`config.mk`:
```
export PLATFORM = sky130hd
export DESIGN_NAME = sequence_gap_monitor
export DESIGN_NICKNAME = d
export VERILOG_FILES = /design/src/rtl/core/sgm_pkg.sv /design/src/rtl/core/sgm_ram.sv /design/src/rtl/core/sequence_gap_monitor.sv
export SDC_FILE = /design/constraint.sdc
export NUM_CORES = 2
export LEC_CHECK = 0
export BUFFER_PORTS_ARGS = -buffer_cell sky130_fd_sc_hd__buf_2
export CAP_MARGIN = 20
export CORE_MARGIN = 3
export CORE_UTILIZATION = 41
export CTS_CLUSTER_SIZE = 24
export DETAILED_ROUTE_END_ITERATION = 8
export PLACE_DENSITY = 0.68
export SLEW_MARGIN = 20
export SYNTH_ARGS = -nofsm -noshare
export SYNTH_HDL_FRONTEND = slang
export SYNTH_SLANG_ARGS = --single-unit
```
`constraint.sdc`:
```
create_clock -name clk -period 11.6 [get_ports clk]
set_input_delay 1.74 -clock clk [delete_from_list [all_inputs] [get_ports clk]]
set_output_delay 1.74 -clock clk [all_outputs]
set_load 0.01 [all_outputs]
```
`src/rtl/core/sgm_pkg.sv`:
```
// ----------------------------------------------------------------------------
// sgm_pkg
// Shared widths, codes and helpers of the sequence gap monitor.
// ----------------------------------------------------------------------------
`default_nettype none

package sgm_pkg;

	// Table size and sequence number width
	localparam int NUM_SOURCES = 256;
	localparam int SEQ_BITS    = 16;
	localparam int SRC_W       = (NUM_SOURCES > 1) ? $clog2(NUM_SOURCES) : 1;

	// Fixed field widths
	localparam int ID_W      = 8;
	localparam int LEN_W     = 8;
	localparam int SEQ_IN_W  = 16;
	localparam int VERDICT_W = 3;
	localparam int MISSED_W  = 15;
	localparam int CNT_W     = 32;
	localparam int GAP_CFG_W = 15;
	localparam int CFG_IDX_W = 2;
	localparam int CFG_DAT_W = 15;

	localparam int IN_TDATA_W  = 32;
	localparam int OUT_TDATA_W = 176;

	// Shortest frame that carries a sequence number, reset values
	localparam logic [LEN_W-1:0]     MIN_SEQ_LEN   = LEN_W'(2);
	localparam logic [GAP_CFG_W-1:0] GAP_RESET_VAL = GAP_CFG_W'(32);
	localparam logic [LEN_W-1:0]     FLEN_RESET_VAL = LEN_W'(255);

	typedef enum logic [VERDICT_W-1:0] {
		V_FIRST   = 3'd0,
		V_INORDER = 3'd1,
		V_GAP     = 3'd2,
		V_RESET   = 3'd3,
		V_NOSEQ   = 3'd4,
		V_REJECT  = 3'd5
	} verdict_t;

	typedef enum logic [CFG_IDX_W-1:0] {
		REG_MAX_FORWARD_GAP = 2'd0,
		REG_MAX_FRAME_LEN   = 2'd1
	} cfg_reg_t;

	// Fold a source id into the table range
	function automatic logic [SRC_W-1:0] src_fold(input logic [ID_W-1:0] id);
		logic [ID_W:0] wide;
		wide = {1'b0, id};
		return SRC_W'(wide % (ID_W+1)'(NUM_SOURCES));
	endfunction

endpackage

`default_nettype wire

```
`src/rtl/core/sgm_ram.sv`:
```
// ----------------------------------------------------------------------------
// sgm_ram
// Generic single-write, single-read RAM with registered read (read-first).
// ----------------------------------------------------------------------------
`default_nettype none

module sgm_ram #(
	parameter int WIDTH = 16,
	parameter int DEPTH = 256
) (
	input  wire logic                     clk,
	input  wire logic                     wr_en,
	input  wire logic [$clog2(DEPTH)-1:0] wr_addr,
	input  wire logic [WIDTH-1:0]         wr_data,
	input  wire logic                     rd_en,
	input  wire logic [$clog2(DEPTH)-1:0] rd_addr,
	output logic      [WIDTH-1:0]         rd_data
);

	logic [WIDTH-1:0] mem [DEPTH];

	always_ff @(posedge clk) begin
		if (wr_en) begin
			mem[wr_addr] <= wr_data;
		end
		if (rd_en) begin
			rd_data <= mem[rd_addr];
		end
	end

endmodule

`default_nettype wire

```
`src/rtl/core/sequence_gap_monitor.sv`:
```
// ----------------------------------------------------------------------------
// sequence_gap_monitor
// Per-source sequence number gap detector for audio frame descriptors.
// ----------------------------------------------------------------------------
// One beat in, one beat out. A descriptor beat is accepted every cycle while
// the output is not stalled. The accepting edge launches the read of the
// source's last sequence number from a synchronous table with one write and
// one read port, and loads the descriptor into stage 1. Once the output
// register is free or being drained, stage 1 classifies the frame, updates
// the running counters and writes the table back for a frame with a sequence
// number, and the verdict then sits in the output register. A write to the
// same source by the frame just ahead is forwarded, so back-to-back frames of
// one source sustain one per cycle while the output is not stalled. Seen flags
// live in flip-flops and clear at once on reset; no clearing pass is needed.
// Configuration writes are accepted whenever cfg_valid is high (cfg_ready is
// always high) and must only be issued while no frame is in flight.
// ----------------------------------------------------------------------------
`default_nettype none

module sequence_gap_monitor (
	input  wire logic                            clk,
	input  wire logic                            arst_n,
	// Descriptor input
	input  wire logic                            s_tvalid,
	output logic                                 s_tready,
	// source_id [7:0], frame_len [15:8], seq_num [31:16]
	input  wire logic [sgm_pkg::IN_TDATA_W-1:0]  s_tdata,
	// Verdict output
	output logic                                 m_tvalid,
	input  wire logic                            m_tready,
	// missed_frames [14:0], accepted_count [46:15], checked_count [78:47],
	// gap_event_count [110:79], gap_frame_count [142:111],
	// reset_event_count [174:143], zero [175]
	output logic [sgm_pkg::OUT_TDATA_W-1:0]      m_tdata,
	// verdict [2:0]
	output logic [sgm_pkg::VERDICT_W-1:0]        m_tuser,
	// Configuration write
	input  wire logic                            cfg_valid,
	output logic                                 cfg_ready,
	input  wire logic [sgm_pkg::CFG_IDX_W-1:0]   cfg_index,
	input  wire logic [sgm_pkg::CFG_DAT_W-1:0]   cfg_data
);

	import sgm_pkg::*;

	// Configuration registers
	logic [GAP_CFG_W-1:0] max_gap_q;
	logic [LEN_W-1:0]     max_len_q;

	// Stage 1: descriptor waiting for its table read
	logic                 vld_s1;
	logic [SRC_W-1:0]     src_s1;
	logic [LEN_W-1:0]     flen_s1;
	logic [SEQ_BITS-1:0]  seq_s1;

	// Most recent table write, for forwarding
	logic                 wvld_q;
	logic [SRC_W-1:0]     waddr_q;
	logic [SEQ_BITS-1:0]  wdata_q;

	// Seen flags, one per source
	logic [NUM_SOURCES-1:0] seen_q;

	// Running counters, output register
	logic [CNT_W-1:0]     acc_cnt_q;
	logic [CNT_W-1:0]     chk_cnt_q;
	logic [CNT_W-1:0]     gap_evt_q;
	logic [CNT_W-1:0]     gap_frm_q;
	logic [CNT_W-1:0]     rst_evt_q;
	logic                 out_vld_q;
	verdict_t             verdict_q;
	logic [MISSED_W-1:0]  missed_q;

	// Handshake and table access
	logic                 accept;
	logic                 adv_s1;
	logic [SRC_W-1:0]     in_src;
	logic [SEQ_BITS-1:0]  ram_rd_data;
	logic                 tbl_wr;

	// Classification
	logic                 too_long;
	logic                 has_seq;
	logic                 seen_src;
	logic [SEQ_BITS-1:0]  prev_seq;
	logic [SEQ_BITS-1:0]  delta;
	logic                 is_gap;
	verdict_t             verdict_d;
	logic [MISSED_W-1:0]  missed_d;

	assign cfg_ready = 1'b1;

	// Stage 1 moves on whenever the output register is free or being drained
	assign adv_s1   = vld_s1 && (!out_vld_q || m_tready);
	assign s_tready = !vld_s1 || adv_s1;
	assign accept   = s_tvalid && s_tready;
	assign in_src   = src_fold(s_tdata[ID_W-1:0]);

	// Table of last sequence numbers: read at acceptance, written on advance of a frame with a sequence number
	sgm_ram #(
		.WIDTH (SEQ_BITS),
		.DEPTH (NUM_SOURCES)
	) u_seq_tbl (
		.clk     (clk),
		.wr_en   (tbl_wr),
		.wr_addr (src_s1),
		.wr_data (seq_s1),
		.rd_en   (accept),
		.rd_addr (in_src),
		.rd_data (ram_rd_data)
	);

	// Classify the frame in stage 1
	always_comb begin
		too_long = flen_s1 > max_len_q;
		has_seq  = !too_long && (flen_s1 >= MIN_SEQ_LEN);
		seen_src = seen_q[src_s1];
		// Forward the write that overlapped this frame's table read
		prev_seq = (wvld_q && (waddr_q == src_s1)) ? wdata_q : ram_rd_data;
		delta    = seq_s1 - (prev_seq + SEQ_BITS'(1));
		// Forward jumps only: nonzero, below half the sequence space, within limit
		is_gap   = (delta != '0) && !delta[SEQ_BITS-1]
			&& (CNT_W'(delta) <= CNT_W'(max_gap_q));
		missed_d = '0;
		if (too_long) begin
			verdict_d = V_REJECT;
		end else if (!has_seq) begin
			verdict_d = V_NOSEQ;
		end else if (!seen_src) begin
			verdict_d = V_FIRST;
		end else if (delta == '0) begin
			verdict_d = V_INORDER;
		end else if (is_gap) begin
			verdict_d = V_GAP;
			missed_d  = MISSED_W'(delta);
		end else begin
			verdict_d = V_RESET;
		end
	end

	assign tbl_wr = adv_s1 && has_seq;

	// Configuration registers
	always_ff @(posedge clk or negedge arst_n) begin
		if (!arst_n) begin
			max_gap_q <= GAP_RESET_VAL;
			max_len_q <= FLEN_RESET_VAL;
		end else if (cfg_valid && cfg_ready) begin
			case (cfg_index)
				REG_MAX_FORWARD_GAP: max_gap_q <= GAP_CFG_W'(cfg_data);
				REG_MAX_FRAME_LEN:   max_len_q <= LEN_W'(cfg_data);
				default:             ;
			endcase
		end
	end

	// Stage 1 register: hold while stalled, load on acceptance
	always_ff @(posedge clk or negedge arst_n) begin
		if (!arst_n) begin
			vld_s1 <= 1'b0;
		end else if (accept) begin
			vld_s1 <= 1'b1;
		end else if (adv_s1) begin
			vld_s1 <= 1'b0;
		end
	end

	always_ff @(posedge clk) begin
		if (accept) begin
			src_s1  <= in_src;
			flen_s1 <= s_tdata[ID_W +: LEN_W];
			seq_s1  <= SEQ_BITS'(s_tdata[ID_W+LEN_W +: SEQ_IN_W]);
		end
	end

	// Forwarding register and seen flags follow each table write
	always_ff @(posedge clk or negedge arst_n) begin
		if (!arst_n) begin
			wvld_q <= 1'b0;
			seen_q <= '0;
		end else if (tbl_wr) begin
			wvld_q         <= 1'b1;
			seen_q[src_s1] <= 1'b1;
		end
	end

	always_ff @(posedge clk) begin
		if (tbl_wr) begin
			waddr_q <= src_s1;
			wdata_q <= seq_s1;
		end
	end

	// Counters advance with the frame; they double as the output payload,
	// since no newer frame can update them while a verdict is pending
	always_ff @(posedge clk or negedge arst_n) begin
		if (!arst_n) begin
			acc_cnt_q <= '0;
			chk_cnt_q <= '0;
			gap_evt_q <= '0;
			gap_frm_q <= '0;
			rst_evt_q <= '0;
		end else if (adv_s1) begin
			if (!too_long) begin
				acc_cnt_q <= acc_cnt_q + CNT_W'(1);
			end
			if (has_seq) begin
				chk_cnt_q <= chk_cnt_q + CNT_W'(1);
			end
			if (verdict_d == V_GAP) begin
				gap_evt_q <= gap_evt_q + CNT_W'(1);
				gap_frm_q <= gap_frm_q + CNT_W'(missed_d);
			end
			if (verdict_d == V_RESET) begin
				rst_evt_q <= rst_evt_q + CNT_W'(1);
			end
		end
	end

	// Output register
	always_ff @(posedge clk or negedge arst_n) begin
		if (!arst_n) begin
			out_vld_q <= 1'b0;
		end else if (adv_s1) begin
			out_vld_q <= 1'b1;
		end else if (m_tready) begin
			out_vld_q <= 1'b0;
		end
	end

	always_ff @(posedge clk) begin
		if (adv_s1) begin
			verdict_q <= verdict_d;
			missed_q  <= missed_d;
		end
	end

	assign m_tvalid = out_vld_q;
	assign m_tuser  = verdict_q;
	assign m_tdata  = {1'b0, rst_evt_q, gap_frm_q, gap_evt_q, chk_cnt_q, acc_cnt_q, missed_q};

endmodule

`default_nettype wire
```
==> impl_metrics.tcl <==
set metrics [dict create \
    slew_headroom_pct 12.79 \
    drive_gt1_share_pct 32.23 \
    ir_worst_vdd_mv 0.1652 \
    synth_top_family_by_area "multiplexers" \
    power_switching_share_pct 21.77 \
    die_w_um 669.0 \
    critPathCaptureType "flip-flop" \
    netlist_instances 8053 \
    drtIter0Drc 10990 \
    synth_edf_count 4186 \
    hold_viol 0 \
    comb_power_share_pct 6.2 \
    synth_compound_area_share_pct 0.9128 \
    final-setup-viol-count 0 \
    drtPass1Iterations 6 \
    max_cap_violations 0 \
    h-tree-depth 5 \
    ys.flop_type "edfxtp_1" \
    antenna_found_initial 32 \
    cts_tree "done" \
    fp.dieH_um 669.0 \
    critPathMaxStageDelay_ns 0.96 \
    grt_max_degree 194 \
    avgSynthCellArea_um2 22.38 \
    powerDensity_nw_per_um2 171.3 \
    area_growth_syn_to_layout_pct 13.74 \
    cts_hold_buffers 0 \
    min_path_type "flip-flop to flip-flop" \
    syn_nets 8166 \
    initial_utilization_pct 41.34 \
    netSwitchingPower_uw 7643 \
    gr-total-overflow 0 \
    clockPowerShare_pct 41.1 \
    clk_latency_ns 1.01 \
    slew_viol_final 0 \
    via_per_inst 5.880 \
    final_core_util_pct 47.02 \
    cts_resized 0 \
    cp_num_buf_inv 2 \
    drcViolationCount 0 \
    synthSimpleGateAreaFrac_pct 2.743 \
    io_pins 236 \
    seq_area_frac_synth_pct 75.88 \
    synth_cell_type_count 72 \
    synth_area_um2 180200 \
    clock_sinks 4628 \
    synthMuxAreaShare_pct 18.10 \
    core_um2 436000 \
    wl_per_cell_um 30.23 \
    cts_root_buffer "clkbuf_16" \
    synth.area.top_cells "edfxtp_1, mux4_2, dfrtp_1, nor2_1, clkbuf_1" \
    crit_type "flip-flop to flip-flop" \
    io_buffers 233 \
    p_leak_uw 0.06787 \
    yosysTopAreaCell "edfxtp_1" \
    crit_arrival_ns 10.91 \
    yosysTopAreaCellShare_pct 69.74 \
    critPathLaunchType "flip-flop" \
    die_area_um2 447600 \
    clockBufferDepth 4 \
    tns_ns 0 \
    antenna_left 0 \
    cp_top_family "compound AO/OA/AOI/OAI gates" \
    fmax_ghz 0.09955 \
    pwr-share-seq_pct 52.7 \
    grt_pass1_wl_mm 647.0 \
    path_clk_slew_ns 0.07 \
    ys_ff_latch 4628 \
    worst_pin_slew_ns 1.298 \
    dpl.hpwl_mm 265.8 \
    fin_crit_ns 10.05 \
    gp_congestion 0.8832 \
    nNetsFinal 8805 \
    yosysWarnings 0 \
    synthAdderAreaFrac_pct 0.4179 \
    grt_pass1_vias 87720 \
    grt_setup_unrepaired "false" \
    p_int_uw 27470 \
    cp_slowest_cell "a211oi_4" \
    route.vias.total 87160 \
    nFillCells 34900 \
    required_ns 12.47 \
    drt-total-wl_mm 448.0 \
    cp_max_fo 29 \
    postCtsSetupRepairBufs 0 \
    yosys.area_share.xor_xnor_pct 0.8503 \
    rows 242 \
    skew_ns 0.07503 \
    async_flop_share_pct 9.551 \
    numCtsBuffers 448 \
    grt.total_usage_pct 19.83 \
    outcome "finished clean" \
    whs_ns 0.4608 \
    period_share_pct 86.60 \
]
## layout by cell type, fill, tap and decap left out, types with 18 or more instances in the layout
cell type  count
edfxtp_1    4186
mux4_2      1414
clkbuf_16    454
dfrtp_1      433
buf_4        354
nor2_1       316
buf_2        226
or2_2        166
nand2_1      129
clkbuf_1     104
xor2_1       103
o21bai_1      99
clkinv_2      89
clkinv_1      79
xnor2_1       72
nand3_1       68
nor3_1        59
ha_1          57
inv_1         50
nand4_1       44
and3_1        43
bufinv_16     43
mux2i_1       40
nor4_1        39
a21oi_1       33
o21ai_0       26
buf_12        26
diode_2       20
mux2_2        19
a21o_1        18
nor2b_1       18
clkbuf_8      18
## area by class of cell
class | instances | area (µm²) | area share, %
multi-input cells | 2940 | 41630 | 20.31
clock inverters | 250 | 2591 | 1.264
well taps | 5734 | 7174 | 3.499
flip-flops and latches | 4628 | 136800 | 66.71
inverters | 52 | 195.2 | 0.09521
diodes | 20 | 50.05 | 0.02441
clock buffers | 576 | 12000 | 5.853
repair buffers | 622 | 4602 | 2.245
## Yosys cell counts, drive strengths merged (7+ instances only)
cell type  count
xor2         103
nor2         325
nor3          60
nand2b        16
or2          167
edfxtp      4186
dfstp          9
a21oi         33
mux2          28
mux4        1415
and3          43
nand2        141
nor2b         18
o21a           7
and2          11
or3            7
xnor2         72
dfrtp        433
mux2i         40
a21o          18
buf          136
o21ai         26
and4          10
a22oi         11
nand3         73
o21bai        99
ha            57
or4            7
nor4          42
nand3b         8
inv           51
nand4         44
clkbuf       297
## flip-flops by register name (all words and copies together) (netlist names), 3 cells and up
name               flops
acc_cnt_q             32
chk_cnt_q             32
flen_s1                8
gap_evt_q             32
gap_frm_q             32
m_tuser                3
max_gap_q             15
max_len_q              8
missed_q              15
rst_evt_q             32
seen_q               256
seq_s1                16
src_s1                 8
u_seq_tbl.mem       4096
u_seq_tbl.rd_data     16
waddr_q                8
wdata_q               16
## per-stage QoR
stage	instance area, µm²	instances	total power (µW)	worst slack, ns
2_1_floorplan	180200	8053	20160	1.853
3_3_place_gp	190100	13970	20960	1.636
3_5_place_dp	190100	13970	21020	1.834
4_1_cts	204700	14790	35350	1.745
5_1_grt	205000	14810	36150	0.8402
6_report	205000	14820	35110	1.555
## power by group through the flow
stage,registers [µW],logic (µW),clock network (µW)
2_1_floorplan,19000,1170,0
3_3_place_gp,18800,2140,0
3_5_place_dp,18800,2180,0
4_1_cts,18500,2190,14700
5_1_grt,18500,2320,15300
6_report,18500,2190,14400
## metal layers
| layer | vias up | track usage (%) | routed length (µm) |
|---|---|---|---|
| li1 | 34950 | - | - |
| met5 | - | 0 | 57 |
| met2 | 4418 | 31.30 | 213800 |
| met1 | 47080 | 28.01 | 178400 |
| met3 | 698 | 3.755 | 40910 |
| met4 | 8 | 6.518 | 14830 |
## cell families after synthesis
family | Yosys count
compound gates | 236
xor+xnor | 175
fa+ha+maj | 59
buf+inv | 485
flops | 4628
mux | 1483
other cells | 2
simple gates | 985
## final timing paths
path / startpoint / end / slack (ns) / cells past startpoint
max: src_s1[4] / gap_frm_q[31] / 1.55 / 31
min in group asynchronous: arst_n / gap_frm_q[30] / 0.67 / 1
max reg2reg: src_s1[4] / gap_frm_q[31] / 1.55 / 31
max in group asynchronous: arst_n / seen_q[178] / 8.78 / 3
min: seen_q[163] / seen_q[163] / 0.46 / 1
min reg2reg: seen_q[163] / seen_q[163] / 0.46 / 1
(Power assumes the default switching activity.)
